[config.mk]
export PLATFORM = sky130hd
export DESIGN_NAME = aabb_cr_front
export DESIGN_NICKNAME = d
export VERILOG_FILES = /design/src/design/aabb_cr_pkg.sv /design/src/design/aabb_cr_front.sv
export SDC_FILE = /design/constraint.sdc
export NUM_CORES = 2
export LEC_CHECK = 0
export ABC_AREA = 0
export BUFFER_PORTS_ARGS = -buffer_cell sky130_fd_sc_hd__buf_2
export CORE_MARGIN = 4
export CORE_UTILIZATION = 45
export CTS_BUF_LIST = sky130_fd_sc_hd__clkbuf_8
export DETAILED_ROUTE_END_ITERATION = 10
export REMOVE_ABC_BUFFERS = 1
export SYNTH_ARGS = -nofsm -noshare
export SYNTH_HDL_FRONTEND = slang
export SYNTH_SLANG_ARGS = --single-unit
[constraint.sdc]
create_clock -name clk_i -period 13.7 [get_ports clk_i]
set_input_delay 0.685 -clock clk_i [delete_from_list [all_inputs] [get_ports clk_i]]
set_output_delay 0.685 -clock clk_i [all_outputs]
set_load 0.05 [all_outputs]
[src/design/aabb_cr_pkg.sv]
// Shared constants, types and helper functions of the box collision core.
package aabb_cr_pkg;

  localparam int unsigned CF_W       = 9;
  localparam logic [8:0]  CF_RESET   = 9'd205;
  localparam int unsigned IN_DATA_W  = 216;
  localparam int unsigned OUT_DATA_W = 120;
  localparam int unsigned NUM_W      = 33;
  localparam int unsigned DEN_W      = 17;
  localparam int unsigned Q_W        = 18;
  localparam int unsigned DIV_STEPS  = 3;
  localparam int unsigned DIV_STAGES = Q_W / DIV_STEPS;

  localparam logic [1:0] NORM_POS_X = 2'd0;
  localparam logic [1:0] NORM_NEG_X = 2'd1;
  localparam logic [1:0] NORM_POS_Y = 2'd2;
  localparam logic [1:0] NORM_NEG_Y = 2'd3;

  typedef struct packed {
    logic        hit;
    logic [1:0]  code;
    logic [15:0] depth;
    logic        neg;
    logic        sta;
    logic        stb;
  } ctl_t;

  typedef struct packed {
    ctl_t        ctl;
    logic        inv_zero;
    logic [31:0] va;
    logic [31:0] vb;
  } meta_t;

  // drop the 8 fraction bits of the Q1.8 factor truncating toward zero, negate and saturate
  function automatic logic [15:0] reflect_sat(input logic signed [25:0] p);
    logic signed [25:0] bias;
    logic signed [25:0] t;
    logic signed [25:0] n;
    bias = p[25] ? 26'sd255 : 26'sd0;
    t = (p + bias) >>> 8;
    n = -t;
    if (n > 26'sd32767) begin
      return 16'h7fff;
    end else if (n < -26'sd32768) begin
      return 16'h8000;
    end
    return n[15:0];
  endfunction

  function automatic logic [15:0] shift_sat(input logic [Q_W-1:0] q, input logic neg);
    logic big;
    big = (q[Q_W-1:15] != '0);
    if (neg) begin
      return big ? 16'h8000 : 16'(16'd0 - q[15:0]);
    end
    return big ? 16'h7fff : q[15:0];
  endfunction

endpackage

[src/design/aabb_cr_front.sv]
// Front stages: overlap test, axis pick, velocity reflection, depth times factor.
module aabb_cr_front (
  input  logic                   clk_i,
  input  logic                   rst_ni,
  input  logic                   en_i,
  input  logic                   valid_i,
  input  logic [15:0]            offset_x_i,
  input  logic [15:0]            offset_y_i,
  input  logic [31:0]            size_a_i,
  input  logic [31:0]            size_b_i,
  input  logic [15:0]            inv_mass_a_i,
  input  logic [15:0]            inv_mass_b_i,
  input  logic [8:0]             bounce_a_i,
  input  logic [8:0]             bounce_b_i,
  input  logic [1:0]             static_flags_i,
  input  logic [31:0]            velocity_a_i,
  input  logic [31:0]            velocity_b_i,
  input  logic [8:0]             cf_i,
  output logic                   valid_o,
  output aabb_cr_pkg::ctl_t      ctl_o,
  output logic [24:0]            prod_o,
  output logic [15:0]            inv_mass_a_o,
  output logic [15:0]            inv_mass_b_o,
  output logic [31:0]            new_velocity_a_o,
  output logic [31:0]            new_velocity_b_o
);

  // stage A
  logic [16:0]        ax, ay;
  logic signed [18:0] ox2_d, oy2_d;
  logic [8:0]         r_d;
  logic               a_valid_q;
  logic signed [18:0] a_ox2_q, a_oy2_q;
  logic               a_negx_q, a_negy_q, a_sta_q, a_stb_q;
  logic [15:0]        a_ima_q, a_imb_q;
  logic [8:0]         a_r_q;
  logic [31:0]        a_va_q, a_vb_q;

  assign ax = offset_x_i[15] ? 17'(17'd0 - {offset_x_i[15], offset_x_i})
                             : {1'b0, offset_x_i};
  assign ay = offset_y_i[15] ? 17'(17'd0 - {offset_y_i[15], offset_y_i})
                             : {1'b0, offset_y_i};
  assign ox2_d = $signed({3'b0, size_a_i[15:0]} + {3'b0, size_b_i[15:0]} - {1'b0, ax, 1'b0});
  assign oy2_d = $signed({3'b0, size_a_i[31:16]} + {3'b0, size_b_i[31:16]} - {1'b0, ay, 1'b0});
  assign r_d   = (bounce_a_i < bounce_b_i) ? bounce_a_i : bounce_b_i;

  always_ff @(posedge clk_i or negedge rst_ni) begin
    if (!rst_ni) begin
      a_valid_q <= 1'b0;
    end else if (en_i) begin
      a_valid_q <= valid_i;
    end
  end

  always_ff @(posedge clk_i) begin
    if (en_i) begin
      a_ox2_q  <= ox2_d;
      a_oy2_q  <= oy2_d;
      a_negx_q <= offset_x_i[15];
      a_negy_q <= offset_y_i[15];
      a_sta_q  <= static_flags_i[0];
      a_stb_q  <= static_flags_i[1];
      a_ima_q  <= inv_mass_a_i;
      a_imb_q  <= inv_mass_b_i;
      a_r_q    <= r_d;
      a_va_q   <= velocity_a_i;
      a_vb_q   <= velocity_b_i;
    end
  end

  // stage B
  logic               yaxis, hit, neg;
  logic [15:0]        depth;
  logic [1:0]         code;
  logic [15:0]        comp_a, comp_b;
  logic signed [25:0] pa_d, pb_d;
  aabb_cr_pkg::ctl_t  ctl_d;
  logic               b_valid_q, b_yaxis_q;
  aabb_cr_pkg::ctl_t  b_ctl_q;
  logic signed [25:0] b_pa_q, b_pb_q;
  logic [15:0]        b_ima_q, b_imb_q;
  logic [31:0]        b_va_q, b_vb_q;

  always_comb begin
    yaxis  = !(a_ox2_q < a_oy2_q);
    hit    = !(a_sta_q && a_stb_q) && (a_ox2_q > 19'sd0) && (a_oy2_q > 19'sd0);
    neg    = yaxis ? a_negy_q : a_negx_q;
    depth  = yaxis ? a_oy2_q[16:1] : a_ox2_q[16:1];
    if (yaxis) begin
      code = neg ? aabb_cr_pkg::NORM_NEG_Y : aabb_cr_pkg::NORM_POS_Y;
    end else begin
      code = neg ? aabb_cr_pkg::NORM_NEG_X : aabb_cr_pkg::NORM_POS_X;
    end
    comp_a = yaxis ? a_va_q[31:16] : a_va_q[15:0];
    comp_b = yaxis ? a_vb_q[31:16] : a_vb_q[15:0];
    pa_d   = $signed(comp_a) * $signed({1'b0, a_r_q});
    pb_d   = $signed(comp_b) * $signed({1'b0, a_r_q});
    ctl_d.hit   = hit;
    ctl_d.code  = hit ? code : aabb_cr_pkg::NORM_POS_X;
    ctl_d.depth = hit ? depth : 16'd0;
    ctl_d.neg   = neg;
    ctl_d.sta   = a_sta_q;
    ctl_d.stb   = a_stb_q;
  end

  always_ff @(posedge clk_i or negedge rst_ni) begin
    if (!rst_ni) begin
      b_valid_q <= 1'b0;
    end else if (en_i) begin
      b_valid_q <= a_valid_q;
    end
  end

  always_ff @(posedge clk_i) begin
    if (en_i) begin
      b_yaxis_q <= yaxis;
      b_ctl_q   <= ctl_d;
      b_pa_q    <= pa_d;
      b_pb_q    <= pb_d;
      b_ima_q   <= a_ima_q;
      b_imb_q   <= a_imb_q;
      b_va_q    <= a_va_q;
      b_vb_q    <= a_vb_q;
    end
  end

  // stage C
  logic [15:0] refl_a, refl_b;
  logic [31:0] nva_d, nvb_d;
  logic [24:0] prod_d;
  logic        c_valid_q;

  always_comb begin
    refl_a = aabb_cr_pkg::reflect_sat(b_pa_q);
    refl_b = aabb_cr_pkg::reflect_sat(b_pb_q);
    nva_d  = b_va_q;
    nvb_d  = b_vb_q;
    if (b_ctl_q.hit && !b_ctl_q.sta) begin
      nva_d = b_yaxis_q ? {refl_a, b_va_q[15:0]} : {b_va_q[31:16], refl_a};
    end
    if (b_ctl_q.hit && !b_ctl_q.stb) begin
      nvb_d = b_yaxis_q ? {refl_b, b_vb_q[15:0]} : {b_vb_q[31:16], refl_b};
    end
    prod_d = b_ctl_q.depth * cf_i;
  end

  always_ff @(posedge clk_i or negedge rst_ni) begin
    if (!rst_ni) begin
      c_valid_q <= 1'b0;
    end else if (en_i) begin
      c_valid_q <= b_valid_q;
    end
  end

  always_ff @(posedge clk_i) begin
    if (en_i) begin
      ctl_o            <= b_ctl_q;
      prod_o           <= prod_d;
      inv_mass_a_o     <= b_ima_q;
      inv_mass_b_o     <= b_imb_q;
      new_velocity_a_o <= nva_d;
      new_velocity_b_o <= nvb_d;
    end
  end

  assign valid_o = c_valid_q;

endmodule

==> impl.org <==
** STA
- Tcrit/Tclk final :: 67.4%
- Hold Vio Cnt, Final :: 0
- Worst Clk Skew :: ~33 ps
- Time the worst path needs with I/O delays and setup :: ~9200 ps
- Adding up every negative setup slack in the final design gives 0 ps.
- Setup violations remaining at the end of the flow were counted as 0.
- Worst-margin pin slew :: ~1100 ps
- Hold is met by approximately 170 ps.
- Derived from the worst setup path, the maximum achievable clock frequency is ~110 MHz.
- The number of max-slew violations in the final report is 0.
- Measured against its own limit, the worst slew margin works out to about 25%.
- Setup repair after global routing left no endpoint under its margin.

** Clock tree
- The number of setup buffers added after CTS is 0.
- H-tree levels :: 3
- Gates resized during post-CTS repair numbered 0.
- Clock tree synthesis inserted a total of 83 buffers.
- The clock passes through at most 3 buffers.
- Hold Buf Count CTS :: 1
- CTS tree :: done
- Clock transition at path regs :: roughly 60 ps
- CTS root buffer :: clkbuf_8
- Source-to-sink clock delay at the later pin of the worst-skew pair :: slightly below 700 ps
- The tree built by TritonCTS fans out to roughly 460 sinks.

** Drt
- Drt wl/cell :: around 18 um
- In this run the remaining antenna-violating nets after routing total 0.
- The first TritonRoute pass finished after 5 iterations.
- Post-detailed-routing wire length :: a little over 80,000 um
- Via count :: about 24,000
- In this run, the number of DRC markers left after iteration 0 of detailed routing was 1,435.
- After detailed routing, the number of remaining DRC violations is 0.
- Dividing the detail-routed via count by the number of cells gives just over 5.

** Setup path
- Critical Path Sink Type :: register
- STA classifies the critical path startpoint as a register.
- The setup path with the least slack is of type reg2reg.
- Required time reported for the critical path endpoint :: about 14,000 ps
- Crit-path most repeated cell :: fa_1
- CP arrival :: around 9700 ps
- Delay contributed by the slowest stage of the critical path :: about 600 ps
- In this run the worst path has a maximum fanout of 42.
- Critical Path Slowest Stage Cell :: o21ai_4

** Yosys
- The commonest cells after synthesis are inv_1 (485), edfxtp_1 (461), nand2_1 (424), fa_1 (373), ha_1 (239).
- Count of warnings emitted by yosys :: 0
- For this run, the leading register cell type out of synthesis is edfxtp_1.
- Cells after synthesis :: 3,173
- Cell type contributing the most total cell area after synthesis :: edfxtp_1
- Post-synth cell types :: 73
- After synthesis the netlist holds a flip-flop and latch count of roughly 460.
- In this run the cell area of the synthesized design comes to 0.0353 mm2.
- Yosys top cell area share :: between 30% and 40%
- The most common cell in the synthesized netlist is inv_1.
- Sequential cells were found to cover 39.5% of the synthesized design area.
- Share of synthesized flip-flops with an asynchronous set or reset :: less than 1%
- Yosys attributes the largest share of cell area to edfxtp_1 (39%), fa_1 (21%), ha_1 (8.5%), inv_1 (5.2%), nand2_1 (4.5%).
- A synthesized cell averages between 10 and 15 um2.
- In this run, synthesis inferred ~460 flip-flops with an integrated enable.

** Global routing
- First-pass GRT wire length :: 131,000 um
- The via count of the first global-routing pass was approximately 24,000.
- Total global-route track usage :: roughly a fifth
- The number of antenna violations at the first check in global routing is 5.
- Entering global routing, the biggest net connects between 90 and 100 pins.
- Total gr overflow :: 0

** Place
- DP Wirelength :: approximately 64,000 um
- Post-place instance area :: around 0.038 mm2
- RePlAce Congestion :: between 0.8 and 0.9
- Port-buffer cells :: approximately 370

** Floorplanning
- The region available for standard cell placement spans 0.0776 mm2.
- Area enclosed by the die boundary :: around 0.083 mm2
- The die is roughly 290 um tall.
- Std cell rows :: between 100 and 150
- Starting Density :: between 40% and 50%
- During I/O placement, the number of pins put on the boundary was 369.
- The floorplan step set the die width to around 290 um.

** Layout
- From synthesis to final layout, the design area changed by 13.2%.
- Net count of the finished layout :: 4,410
- Area of all placed cells without fillers :: 0.0399 mm2
- Counting the fill cells in the layout gives 7,115.
- Proportion of layout cells with a drive suffix above 1 :: between 10% and 20%

** Hold path
- Class of the worst hold path :: in2reg

** Job
- Max-cap violations in this run came to 0.

** Run status
- Outcome :: completed
-- worst max-delay path, delay by kind of cell, from the launching register on --
family | cells | cell delay, ps
buf+inv | 5 | 1270
xor+xnor | 1 | 110
simple gates | 5 | 1050
compound gates | 10 | 3040
flops | 1 | 420
fa+ha+maj | 7 | 3040
-- cell usage in the layout, fill, tap and decap left out, types with 6 or more instances in the layout --
master and n:
inv_1 507, edfxtp_1 461, nand2_1 424, fa_1 373
buf_2 367, ha_1 239, and2_1 166, a21oi_1 150
nor2_1 129, xnor2_1 106, clkbuf_8 87, nor2b_1 64
xor2_1 51, o21ai_0 50, nand3_1 42, nor3_1 36
a21o_1 25, nand2b_1 22, buf_4 22, or3_1 20
mux2i_1 19, and3_1 18, clkinv_2 17, nand4_1 16
mux2_2 14, o31ai_1 14, o21a_1 13, o211ai_1 12
o22a_1 12, clkinv_1 12, or4_1 10, nor4_1 10
a31oi_1 9, o21bai_1 9, a211oi_1 8, nand3b_1 7
or2_2 6
-- flip-flops by register name, summed over array words and instances (netlist names), 19 cells and up --
register,flops
new_velocity_b_o,32
b_vb_q,32
prod_o,25
a_oy2_q,19
b_ctl_q,22
b_pb_q,26
a_vb_q,32
b_va_q,32
a_ox2_q,19
new_velocity_a_o,32
a_va_q,32
ctl_o,22
b_pa_q,26
-- metrics by stage --
| stage | instances | utilization (%) | setup slack, ps |
|---|---|---|---|
| 2_1_floorplan | 3097 | - | 3900 |
| 3_3_place_gp | 4527 | 49.4 | 4700 |
| 3_5_place_dp | 4527 | 49.4 | 4540 |
| 4_1_cts | 4678 | 51.5 | 4490 |
| 5_1_grt | 4680 | 51.5 | 3790 |
| 6_report | 4681 | 51.5 | 4470 |
-- per-layer routing --
metal  wire length [um]  global-route usage [%]  vias to the layer above
met4               1880                    5.57                        4
met2              39200                    32.4                      520
met1              37800                    28.4                    11700
li1                   -                       -                    11300
met5                 28                       0                        -
met3               4340                    3.46                      111
-- cells by family after synthesis --
kind of cell / share of synthesized area (%)
AND/OR/NAND/NOR: 13.6
AO/OA/AOI/OAI: 6.41
XOR/XNOR: 3.90
buffers and inverters: 6.04
flip-flops: 39.5
adder cells (fa/ha/maj): 29.6
multiplexers: 0.986
-- final cells by class --
| cell class | count | area [um2] | area share (%) |
|---|---|---|---|
| multi-input cells | 2148 | 19200 | 48.2 |
| flip-flops and latches | 464 | 13900 | 34.8 |
| repair buffers | 391 | 2030 | 5.08 |
| inverters | 485 | 1820 | 4.56 |
| well taps | 1040 | 1300 | 3.26 |
| clock buffers | 87 | 1200 | 3.00 |
| clock inverters | 63 | 422 | 1.06 |
| diodes | 3 | 7.51 | 0.0188 |
-- final timing paths --
check / start / endpoint / slack [ps] / cells after the start
hold / removal: static_flags_i[1] / a_stb_q$_DFFE_PP_ / 170 / 1
setup / recovery: a_ox2_q[16]$_DFFE_PP_ / b_pa_q[25]$_DFFE_PP_ / 4470 / 28
setup reg to reg: a_ox2_q[16]$_DFFE_PP_ / b_pa_q[25]$_DFFE_PP_ / 4470 / 28
min in group asynchronous: rst_ni / a_valid_q$_DFFE_PN0P_ / 350 / 2
max in group asynchronous: rst_ni / valid_o$_DFFE_PN0P_ / 13240 / 2
hold reg to reg: b_imb_q[14]$_DFFE_PP_ / inv_mass_b_o[14]$_DFFE_PP_ / 410 / 0
Power is left out: the tool's default activity adds up to more than one toggle a clock period on the data nets, which glitch-free logic cannot reach.
