## src/design/aabb_cr_pkg.sv

```systemverilog
// Shared constants, types and helper functions of the box collision core.
package aabb_cr_pkg;

  localparam int unsigned CF_W       = 9;
  localparam logic [8:0]  CF_RESET   = 9'd205;
  localparam int unsigned IN_DATA_W  = 216;
  localparam int unsigned OUT_DATA_W = 120;
  localparam int unsigned NUM_W      = 33;
  localparam int unsigned DEN_W      = 17;
  localparam int unsigned Q_W        = 18;
  localparam int unsigned DIV_STEPS  = 3;
  localparam int unsigned DIV_STAGES = Q_W / DIV_STEPS;

  localparam logic [1:0] NORM_POS_X = 2'd0;
  localparam logic [1:0] NORM_NEG_X = 2'd1;
  localparam logic [1:0] NORM_POS_Y = 2'd2;
  localparam logic [1:0] NORM_NEG_Y = 2'd3;

  typedef struct packed {
    logic        hit;
    logic [1:0]  code;
    logic [15:0] depth;
    logic        neg;
    logic        sta;
    logic        stb;
  } ctl_t;

  typedef struct packed {
    ctl_t        ctl;
    logic        inv_zero;
    logic [31:0] va;
    logic [31:0] vb;
  } meta_t;

  // drop the 8 fraction bits of the Q1.8 factor truncating toward zero, negate and saturate
  function automatic logic [15:0] reflect_sat(input logic signed [25:0] p);
    logic signed [25:0] bias;
    logic signed [25:0] t;
    logic signed [25:0] n;
    bias = p[25] ? 26'sd255 : 26'sd0;
    t = (p + bias) >>> 8;
    n = -t;
    if (n > 26'sd32767) begin
      return 16'h7fff;
    end else if (n < -26'sd32768) begin
      return 16'h8000;
    end
    return n[15:0];
  endfunction

  function automatic logic [15:0] shift_sat(input logic [Q_W-1:0] q, input logic neg);
    logic big;
    big = (q[Q_W-1:15] != '0);
    if (neg) begin
      return big ? 16'h8000 : 16'(16'd0 - q[15:0]);
    end
    return big ? 16'h7fff : q[15:0];
  endfunction

endpackage

```

## src/design/aabb_cr_div.sv

```systemverilog
// Pipelined restoring divider, three quotient bits per stage.
module aabb_cr_div (
  input  logic                            clk_i,
  input  logic                            en_i,
  input  logic [aabb_cr_pkg::NUM_W-1:0]   num_i,
  input  logic [aabb_cr_pkg::DEN_W-1:0]   den_i,
  output logic [aabb_cr_pkg::Q_W-1:0]     quo_o
);

  localparam int unsigned QW = aabb_cr_pkg::Q_W;
  localparam int unsigned DW = aabb_cr_pkg::DEN_W;
  localparam int unsigned NS = aabb_cr_pkg::DIV_STAGES;
  localparam int unsigned NH = aabb_cr_pkg::NUM_W - QW;

  logic [QW-1:0] rem_in [NS];
  logic [QW-1:0] low_in [NS];
  logic [QW-1:0] quo_in [NS];
  logic [DW-1:0] den_in [NS];
  logic [QW-1:0] rem_q  [NS];
  logic [QW-1:0] low_q  [NS];
  logic [QW-1:0] quo_q  [NS];
  logic [DW-1:0] den_q  [NS];

  for (genvar s = 0; s < NS; s++) begin : g_stage
    logic [QW-1:0] rem_d, low_d, quo_d;
    logic [QW-1:0] t;

    if (s == 0) begin : g_first
      assign rem_in[s] = {{(QW - NH){1'b0}}, num_i[aabb_cr_pkg::NUM_W-1:QW]};
      assign low_in[s] = num_i[QW-1:0];
      assign quo_in[s] = '0;
      assign den_in[s] = den_i;
    end else begin : g_next
      assign rem_in[s] = rem_q[s-1];
      assign low_in[s] = low_q[s-1];
      assign quo_in[s] = quo_q[s-1];
      assign den_in[s] = den_q[s-1];
    end

    always_comb begin
      rem_d = rem_in[s];
      low_d = low_in[s];
      quo_d = quo_in[s];
      t     = '0;
      for (int k = 0; k < aabb_cr_pkg::DIV_STEPS; k++) begin
        t     = {rem_d[QW-2:0], low_d[QW-1]};
        low_d = {low_d[QW-2:0], 1'b0};
        if (t >= {1'b0, den_in[s]}) begin
          rem_d = t - {1'b0, den_in[s]};
          quo_d = {quo_d[QW-2:0], 1'b1};
        end else begin
          rem_d = t;
          quo_d = {quo_d[QW-2:0], 1'b0};
        end
      end
    end

    always_ff @(posedge clk_i) begin
      if (en_i) begin
        rem_q[s] <= rem_d;
        low_q[s] <= low_d;
        quo_q[s] <= quo_d;
        den_q[s] <= den_in[s];
      end
    end
  end

  assign quo_o = quo_q[NS-1];

endmodule

```

## config.mk

```make
export PLATFORM = sky130hd
export DESIGN_NAME = aabb_cr_div
export DESIGN_NICKNAME = d
export VERILOG_FILES = /design/src/design/aabb_cr_pkg.sv /design/src/design/aabb_cr_div.sv
export SDC_FILE = /design/constraint.sdc
export NUM_CORES = 1
export LEC_CHECK = 0
export BUFFER_PORTS_ARGS = -buffer_cell sky130_fd_sc_hd__clkbuf_2
export CORE_UTILIZATION = 60
export CTS_BUF_LIST = sky130_fd_sc_hd__clkbuf_8
export CTS_CLUSTER_SIZE = 10
export DETAILED_ROUTE_END_ITERATION = 16
export PLACE_DENSITY = 0.77
export SLEW_MARGIN = 40
export SYNTH_ARGS = -nofsm -noshare
export SYNTH_HDL_FRONTEND = slang
export SYNTH_SLANG_ARGS = --single-unit
```

## constraint.sdc

```tcl
create_clock -name clk_i -period 13.1 [get_ports clk_i]
set_input_delay 0.655 -clock clk_i [delete_from_list [all_inputs] [get_ports clk_i]]
set_output_delay 0.655 -clock clk_i [all_outputs]
set_load 0.01 [all_outputs]
```

==> results of run 1 <==
[cells by family (layout without fill, tap and decap cells)]
logic type,Yosys count,in the layout,synth area share [%]
compound gates,737,737,18.70
xor+xnor,207,207,7.096
fa+ha+maj,322,322,16.27
buf+inv,257,386,3.879
flops,278,278,32.67
mux,189,189,8.178
simple gates,685,685,13.20
[final cells by class]
type	count	area, sq um
clock inverters	42	400.4
repair buffers	78	450.4
clock buffers	50	688.2
flip-flops and latches	278	8348
fillers	3446	14330
well taps	539	674.4
inverters	216	810.8
multi-input cells	2140	16250
[metrics by stage]
stage	instance area, sq um	utilization [%]
floorplan	25550	-
global placement	26460	63.08
detailed placement	26530	63.25
CTS	27620	65.85
global route	27620	65.85
finish	27620	65.85
[per-layer routing]
layer / vias up / global-route usage (%) / share of wire, %
li1: 10223 / - / -
met3: 174 / 3.909 / 4.6
met5: - / 0 / 0
met1: 9836 / 36.89 / 41
met2: 629 / 55.41 / 50
met4: 0 / 15.27 / 4.9
[worst max path at each step]
stage,startpoint,endpoint,slack (ps),cells after the start
final,den_q[1][0],rem_q[2][1],3950,29
after global routing,den_q[1][0],rem_q[2][0],3390,29
after CTS,den_q[1][0],rem_q[2][1],4030,29
after detailed placement,den_i[1],rem_q[0][5],3920,29
after global placement,den_q[3][0],rem_q[4][1],3730,28
after floorplan,den_q[1][8],rem_q[2][10],5570,31
[state kept, by name, summed over array words and instances (netlist names)]
name   cells
rem_q     85
den_q     85
low_q     45
quo_q     63
[cell usage in the layout, fill, tap and decap left out, types with 9 or more instances in the layout]
cell	synthesis	routed
clkbuf_2	0	68
nor3_1	62	62
clkinv_1	2	13
and2_1	13	13
nand2_1	163	163
xnor2_1	132	132
o31ai_1	20	20
a21oi_1	208	208
mux2i_1	31	31
and4_1	10	10
nor2_1	175	174
clkbuf_8	0	50
nand2b_1	31	31
a31oi_1	28	28
or3_1	19	19
nor2b_1	38	38
o211ai_1	21	21
o21a_1	50	49
xor2_1	75	75
inv_1	211	224
a211o_1	9	9
o21bai_1	19	19
nand3_1	49	49
edfxtp_1	278	278
nor4_1	20	20
ha_1	305	305
a211oi_1	23	23
or2_2	19	19
mux2_2	157	157
nand4_1	43	43
o21ai_0	166	166
fa_1	17	17
and3_1	16	16
a21o_1	82	82
[worst max-delay path: cells and delay by family, from the launching register on]
family | cells | cell delay [ps]
AND/OR/NAND/NOR | 5 | 1170
flip-flops | 1 | 560
buffers and inverters | 2 | 360
AO/OA/AOI/OAI | 15 | 4140
adder cells (fa/ha/maj) | 4 | 1530
multiplexers | 3 | 1100
==> qor.csv, run 1 <==
stage,metric,value,unit
synth,most common cell in the netlist,ha_1,
cts,CTS Sinks,278,
cts,# H-tree levels,2,
die,core area,41950,sq um
min_path,hold endpoint,low_q[0][7],
grt,GRT overflow,0,
sta,smallest setup slack after layout,3946,ps
critical_path,crit start category,flop,
critical_path,r2r setup slk,3950,ps
placed_design,HPWL after DPL,54390,um
synth,Synth area leader,edfxtp_1,
layout,antenna fix cells,0,
cts,total CTS buffers,49,
detailed_routing,routed vias/inst,6.241,
die,DIE WIDTH,208.4,um
synth,most instantiated cells after synthesis,"305 x ha_1, 278 x edfxtp_1, 211 x inv_1, 208 x a21oi_1, 175 x nor2_1",
grt,largest net degree at the start of global routing,81,
die,Die ar.,43410,sq um
min_path,WHS Path Cells,1,
placed_design,dpl ws,3918,ps
detailed_routing,DRC Markers,0,
detailed_routing,Iter 0 DRT Violations,1444,
placed_design,Placed Instances,3251,
synth,"top cells by area, synth","edfxtp_1 33%, ha_1 15%, mux2_2 6.9%",
critical_path,slowest CP cell,edfxtp_1,
cts,PostCTS Resize Cnt,0,
die,# rows,75,
die,Die Ht,208.4,um
cts,Bufs on Longest Clock Path,3,
critical_path,critical path arrival,9530,ps
synth,post-synth cell types,86,
synth,Post-synth top flop,edfxtp_1,
cts,Clock transition at path regs,70,ps
placed_design,Port Buffers,69,
sta,setup TNS,0,ps
critical_path,WP data required,13480,ps
critical_path,CP Max Fanout,18,
sta,Max Slew Vio Count,0,
placed_design,routability cong.,0.9687,
cts,TritonCTS clock tree,built,
layout,"Area growth, synth to finish",8.110,%
critical_path,reg-to-reg critical path startpoint,den_q[1][0],
die,Ports,70,
sta,final hold vios,0,
sta,Finish-stage setup viols,0,
cts,hold buffer count at CTS,0,
critical_path,crit-path most repeated cell,a21oi_1,
synth,sequential share of the synthesized area,32.67,%
layout,Post-layout nets,3137,
grt,antenna violations before repair,0,
synth,"EDFF count, synth",278,
sta,Worst Tran Pin Value,801.4,ps
synth,Post-synth ARST share,0,%
min_path,HP Start,num_i[7],
sta,Fin Hold WS,194.4,ps
grt,first-pass GRT wire length,106500,um
detailed_routing,average wire per standard cell,20.41,um
status,status,completed,
job,MaxCap Viol Count,0,
detailed_routing,Via Count,20862,
critical_path,Reg2Reg Depth,29,
sta,unrepaired setup endpoints after global routing,false,
die,initial core utilization,60.91,%
synth,share of the synthesized area in the top cell type,32.67,%
critical_path,CP endpoint kind,flop,
sta,Fmax achieved,0.1092,GHz
min_path,Hold Path Class,input pin to flop,
layout,fin cells,3343,
synth,syn nets,3049,
grt,number of global-route vias before repair,20237,
sta,Relative slew margins,46.52,%
synth,Syn. warnings,0,
synth,Mean Syn Cell Area,9.551,sq um
synth,#FFs+latches synth,278,
cts,CTS root buf,clkbuf_8,
critical_path,Max stage delay on crit path,560,ps
sta,Final Cycle Share,69.87,%
critical_path,CP Class,flop to flop,
detailed_routing,first drt pass iteration count,8,
synth,cell area after synthesis,25550,sq um
detailed_routing,final wirelength,68240,um
sta,clk_skew,39.90,ps
detailed_routing,Antenna Nets Post-Route,0,
sta,Tmin final,9154,ps
cts,Post-CTS Setup Bufs,0,
layout,share of post-route cells with drive strength above 1,12.52,%
critical_path,reg-to-reg endpoint,rem_q[2][1],
grt,All-Layer GR Usage,31.10,%
synth,cell count after synthesis,2675,
cts,worst-skew pair later-pin latency,650,ps
Power of run 1 is left out: the tool's default activity adds up to more than one toggle a clock period on the data nets, which glitch-free logic cannot reach.
==> inputs of run 2 (changes only) <==
==> constraint.sdc (replaced) <==
create_clock -name clk_i -period 9.5 [get_ports clk_i]
set_input_delay 0.475 -clock clk_i [delete_from_list [all_inputs] [get_ports clk_i]]
set_output_delay 0.475 -clock clk_i [all_outputs]
set_load 0.01 [all_outputs]
==> run 2 against run 1 <==
  * Core utilization fell by 0.093 points
  * Final area down 0.14%
  * First-iteration DRC count increased by 12%
  * Worst setup slack lost 3100 ps
  * Critical path depth grew 2
  * Count of clock-buffer cells in the layout decreased by 1
  * Sequential share of layout area about the same
  * Maximum frequency increased by 5.4%
  * Die area did not move
  * Via count grew 0.89%
  * Final cell count up 0.48%
  * Hold slack got worse by 160 ps
  * Critical path type unchanged
==> qor.csv, run 2 (same netlist as run 1, synthesis figures left out) <==
stage,metric,value,unit,change
grt,met3 Use GR,4.030,%,+0.12 points
cts,Post-CTS Setup Bufs,0,,unchanged
cts,Clock transition at path regs,70,ps,about the same
cts,CTS root buf,clkbuf_8,,
grt,GR Util met2,54.55,%,-0.86 points
die,# rows,75,,unchanged
detailed_routing,Iter 0 DRT Violations,1622,,+12%
detailed_routing,Via Count,21047,,+0.89%
critical_path,crit start category,flop,,
die,Die ar.,43410,sq um,unchanged
sta,Max Slew Vio Count,0,,unchanged
sta,clk_skew,28.02,ps,-11.87 ps
job,MaxCap Viol Count,0,,unchanged
sta,setup TNS,0,ps,unchanged
critical_path,crit path launch,den_q[0][0],,
cts,worst-skew pair later-pin latency,630,ps,-20 ps
min_path,HP Start,num_i[9],,
grt,GRT overflow,0,,unchanged
sta,Final Cycle Share,91.38,%,+22 points
sta,Tmin final,8681,ps,-472.5 ps
cts,hold buffer count at CTS,12,,+12
layout,share of post-route cells with drive strength above 1,12.45,%,-0.071 points
critical_path,Max stage delay on crit path,580,ps,+20 ps
cts,CTS Sinks,278,,unchanged
critical_path,Reg2Reg Depth,31,,+6.9%
critical_path,CP Class,flop to flop,,
detailed_routing,average wire per standard cell,20.23,um,-0.89%
sta,smallest setup slack after layout,818.9,ps,-3127 ps
critical_path,WP data required,9870,ps,-3610 ps
layout,"most common cell after layout, fill and taps aside",ha_1,,
layout,Post-layout nets,3155,,+0.57%
critical_path,reg-to-reg endpoint,rem_q[1][10],,
die,core area,41950,sq um,unchanged
detailed_routing,first drt pass iteration count,8,,unchanged
die,Ports,70,,unchanged
critical_path,reg-to-reg critical path startpoint,den_q[0][0],,
layout,"Area growth, synth to finish",7.958,%,
placed_design,dpl ws,762.8,ps,-3155 ps
cts,TritonCTS clock tree,built,,
sta,unrepaired setup endpoints after global routing,false,,
layout,Largest regs,"den_q x85, rem_q x85, quo_q x63",,
placed_design,Placed Area,26550,sq um,about the same
grt,antenna violations before repair,0,,unchanged
sta,Worst Tran Pin Value,792.1,ps,-9.243 ps
cts,Bufs on Longest Clock Path,3,,unchanged
sta,Fmax achieved,0.1152,GHz,+5.4%
critical_path,Setup crit end,rem_q[1][10],,
placed_design,Port Buffers,69,,unchanged
detailed_routing,routed vias/inst,6.266,,+0.41%
die,initial core utilization,60.91,%,unchanged
sta,final hold vios,0,,unchanged
grt,number of global-route vias before repair,20533,,+1.5%
critical_path,slowest CP cell,o31ai_1,,
layout,"commonest non-fill, non-tap cells in the layout","305 x ha_1, 278 x edfxtp_1, 223 x inv_1, 208 x a21oi_1, 175 x nor2_1",,
cts,total CTS buffers,49,,unchanged
cts,# H-tree levels,2,,unchanged
layout,post-route cell area,27580,sq um,-0.14%
grt,grt peak-use layer,met2,,
grt,All-Layer GR Usage,31.06,%,-0.038 points
cts,PostCTS Resize Cnt,0,,unchanged
layout,"Core Util, Final",65.76,%,-0.093 points
detailed_routing,DRC Markers,0,,unchanged
critical_path,critical path arrival,9050,ps,-480 ps
min_path,Hold Path Class,input pin to flop,,
placed_design,routability cong.,0.9886,,+2.1%
layout,antenna fix cells,0,,unchanged
status,status,completed,,
critical_path,r2r setup slk,820,ps,-3130 ps
detailed_routing,Antenna Nets Post-Route,0,,unchanged
critical_path,CP endpoint kind,flop,,
critical_path,CP Max Fanout,20,,+2
sta,Relative slew margins,47.13,%,+0.62 points
die,DIE WIDTH,208.4,um,unchanged
die,Die Ht,208.4,um,unchanged
sta,Finish-stage setup viols,0,,unchanged
grt,met1 usage,37.36,%,+0.47 points
detailed_routing,final wirelength,67960,um,-0.41%
placed_design,HPWL after DPL,54220,um,-0.32%
grt,largest net degree at the start of global routing,80,,-1.2%
grt,first-pass GRT wire length,107100,um,+0.56%
## run 2: worst min path at each step
stage                               to  slack [ps]  cells past startpoint
after floorplan           low_q[1][10]         400                      0
after global placement     quo_q[4][6]         400                      0
after detailed placement   quo_q[3][4]         400                      0
after CTS                  low_q[0][9]           3                      1
after global routing       low_q[0][5]          20                      1
final                      low_q[0][9]          40                      1
## run 2: layout make-up
| cell class | instances | area, sq um |
|---|---|---|
| clock inverter | 41 | 225.2 |
| fill | 3430 | 14360 |
| sequential | 278 | 8348 |
| clock buffer | 49 | 674.4 |
| inverter | 216 | 810.8 |
| tap | 539 | 674.4 |
| multi-input combinational | 2140 | 16250 |
| timing repair buffer | 96 | 599.3 |
## run 2: critical path: cells and delay by family, from the launching register on
family                     cells  cell delay [ps]
buffers and inverters          4             1070
muxes                          1              330
and+or+nand+nor                6             1210
AOI/OAI and AO/OA             16             3810
DFF                            1              420
adders and majority gates      4             1570
## run 2: per-layer routing
metal | vias to the layer above | share of wire, %
met5 | - | 0
met4 | 0 | 5.1
met3 | 199 | 4.5
met2 | 642 | 49
met1 | 9966 | 41
li1 | 10240 | -
## run 2: through the flow
| stage | cells | hold WS [ps] |
|---|---|---|
| after floorplan | 2675 | 400.3 |
| after global placement | 3257 | 400.9 |
| after detailed placement | 3257 | 404.5 |
| after CTS | 3359 | 3.094 |
| after global routing | 3359 | 18.89 |
| final | 3359 | 39.06 |
Power of run 2 is left out for the same reason.
==> inputs of run 3 (changes only) <==
--- a/config.mk
+++ b/config.mk
@@ -5,12 +5,11 @@
 export SDC_FILE = /design/constraint.sdc
 export NUM_CORES = 1
 export LEC_CHECK = 0
-export BUFFER_PORTS_ARGS = -buffer_cell sky130_fd_sc_hd__clkbuf_2
 export CORE_UTILIZATION = 60
-export CTS_BUF_LIST = sky130_fd_sc_hd__clkbuf_8
 export CTS_CLUSTER_SIZE = 10
 export DETAILED_ROUTE_END_ITERATION = 16
-export PLACE_DENSITY = 0.77
+export DONT_BUFFER_PORTS = 1
+export PLACE_DENSITY = 0.76
 export SLEW_MARGIN = 40
 export SYNTH_ARGS = -nofsm -noshare
 export SYNTH_HDL_FRONTEND = slang
==> run 3 against run 2 <==
  * Core utilization is 0.11 points lower
  * Global-route usage is 0.22 points lower
  * Clock skew is 11 ps lower
  * Critical path depth is 2 lower
  * Sequential share of layout area is 0.051 points higher
  * First-iteration DRC count is 12% lower
  * Non-clock buffer count is 60 lower
  * Critical path type unchanged
  * Die area stayed put
  * Register-to-register slack worse by 200 ps
  * Flip-flop and latch count stayed put
  * Hold slack worse by 12 ps
==> qor.csv, run 3 (same netlist as run 1, synthesis figures left out) <==
stage,metric,value,unit,change
detailed_routing,DR top layer,met4,,
sta,final hold vios,0,,unchanged
sta,Tmin final,8879,ps,+197.5 ps
sta,Finish-stage setup viols,0,,unchanged
layout,"Area growth, synth to finish",7.777,%,
die,initial core utilization,60.91,%,unchanged
detailed_routing,DRC Markers,0,,unchanged
die,core area,41950,sq um,unchanged
layout,Post-layout nets,3083,,-2.3%
critical_path,critical path arrival,9180,ps,+130 ps
detailed_routing,met3 routed WL,3427,um,+12%
detailed_routing,routed vias/inst,6.352,,+1.4%
sta,Relative slew margins,44.77,%,-2.4 points
detailed_routing,first drt pass iteration count,7,,-1
detailed_routing,Iter 0 DRT Violations,1429,,-12%
min_path,Hold Path Class,input pin to flop,,
placed_design,Port Buffers,0,,-100%
layout,"commonest non-fill, non-tap cells in the layout","305 x ha_1, 278 x edfxtp_1, 211 x inv_1, 208 x a21oi_1, 175 x nor2_1",,
detailed_routing,met2 wire len,33920,um,+1.8%
critical_path,CP Class,flop to flop,,
critical_path,crit-path most repeated cell,a21oi_1,,
placed_design,routability cong.,0.9416,,-4.8%
job,MaxCap Viol Count,0,,unchanged
sta,clk_skew,16.89,ps,-11.13 ps
grt,number of global-route vias before repair,20324,,-1.0%
critical_path,WP buf/inv,2,,-2
placed_design,HPWL after DPL,52850,um,-2.5%
cts,CTS Sinks,278,,unchanged
detailed_routing,Via Count,20744,,-1.4%
layout,share of post-route cells with drive strength above 1,9.608,%,-2.8 points
cts,TritonCTS clock tree,built,,
sta,Max Slew Vio Count,0,,unchanged
detailed_routing,Antenna Nets Post-Route,0,,unchanged
die,# rows,75,,unchanged
sta,unrepaired setup endpoints after global routing,false,,
critical_path,slowest CP cell,edfxtp_1,,
critical_path,CP endpoint kind,flop,,
critical_path,Max stage delay on crit path,640,ps,+60 ps
grt,antenna violations before repair,1,,+1
cts,Clock transition at path regs,50,ps,-20 ps
sta,Worst Tran Pin Value,827.6,ps,+35.50 ps
cts,Bufs on Longest Clock Path,3,,unchanged
grt,All-Layer GR Usage,30.84,%,-0.22 points
sta,Final Cycle Share,93.46,%,+2.1 points
grt,first-pass GRT wire length,106200,um,-0.82%
sta,setup TNS,0,ps,unchanged
die,DIE WIDTH,208.4,um,unchanged
cts,total CTS buffers,37,,-24%
cts,worst-skew pair later-pin latency,550,ps,-80 ps
die,Ports,70,,unchanged
critical_path,critical path's top delay family,compound AO/OA/AOI/OAI gates,,
cts,# H-tree levels,2,,unchanged
detailed_routing,average wire per standard cell,20.68,um,+2.2%
layout,"most common cell after layout, fill and taps aside",ha_1,,
critical_path,CP Max Fanout,18,,-10%
layout,antenna fix cells,0,,unchanged
cts,CTS root buf,clkbuf_16,,
layout,"Core Util, Final",65.65,%,-0.11 points
detailed_routing,met1 WL,26960,um,-4.2%
status,status,completed,,
critical_path,WP data required,9800,ps,-70 ps
critical_path,crit start category,flop,,
layout,Filler Cell Count,3347,,-2.4%
layout,Largest regs,"den_q x85, rem_q x85, quo_q x63",,
grt,GRT overflow,0,,unchanged
die,Die Ht,208.4,um,unchanged
grt,largest net degree at the start of global routing,279,,+250%
detailed_routing,final wirelength,67550,um,-0.59%
sta,Fmax achieved,0.1126,GHz,-2.2%
die,Die ar.,43410,sq um,unchanged
run 3: changes by cell type in the layout (fill, tap and decap cells not counted), moves of 2 or more:
| cell | change |
|---|---|
| buf_4 | -2 |
| buf_6 | -3 |
| bufinv_16 | +2 |
| clkbuf_1 | +7 |
| clkbuf_16 | +37 |
| clkbuf_2 | -68 |
| clkbuf_8 | -49 |
| clkinv_1 | -13 |
| clkinv_2 | -3 |
| clkinvlp_4 | -2 |
| dlygate4sd3_1 | +14 |
| inv_1 | -12 |
run 3: worst paths after layout:
check                                   from           end  slack, ps  depth (start not counted)
worst max-delay path             den_q[1][0]  rem_q[2][11]        620                         29
worst max register to register   den_q[1][0]  rem_q[2][11]        620                         29
worst min-delay path                num_i[7]   low_q[0][7]         30                          0
worst min register to register  low_q[3][11]  low_q[4][14]        410                          0
run 3: worst reg2reg max path, delay by kind of cell (launching register included):
family | cells | cell delay, ps
AND/OR/NAND/NOR | 5 | 1140
multiplexers | 3 | 1080
flip-flops | 1 | 640
buffers and inverters | 2 | 360
adder cells (fa/ha/maj) | 4 | 1530
AO/OA/AOI/OAI | 15 | 3860
run 3: metal layers:
layer / global-route usage [%] / vias up
met3: 4.302 / 190
met5: 0 / -
met1: 36.03 / 9804
met4: 14.33 / 0
li1: - / 10080
met2: 55.66 / 670
run 3: per-stage QoR:
| stage | setup slack [ps] | cell area [sq um] | instances | hold WS, ps |
|---|---|---|---|---|
| after floorplan | 1966 | 25550 | 2675 | 400.3 |
| after global placement | 912.0 | 26130 | 3183 | 401.2 |
| after detailed placement | 775.1 | 26150 | 3183 | 404.5 |
| after CTS | 584.2 | 27540 | 3266 | 1.479 |
| after global routing | 63.33 | 27540 | 3266 | 3.812 |
| final | 621.4 | 27540 | 3266 | 26.92 |
run 3: area by class of cell:
class | count | area [sq um] | share of cell area [%]
clock buffer | 44 | 952.2 | 3.458
sequential | 278 | 8348 | 30.32
multi-input combinational | 2140 | 16250 | 59.00
timing repair buffer | 36 | 335.3 | 1.218
clock inverter | 13 | 168.9 | 0.6134
tap | 539 | 674.4 | 2.449
inverter | 216 | 810.8 | 2.944
run 3: timing repair:
action	in CTS	in global routing
buffers inserted	0	0
endpoints found under the setup margin	0	16
resized for setup	0	1
hold buffers	26	0
endpoints found under the hold margin	26	0
Power of run 3 is left out for the same reason.
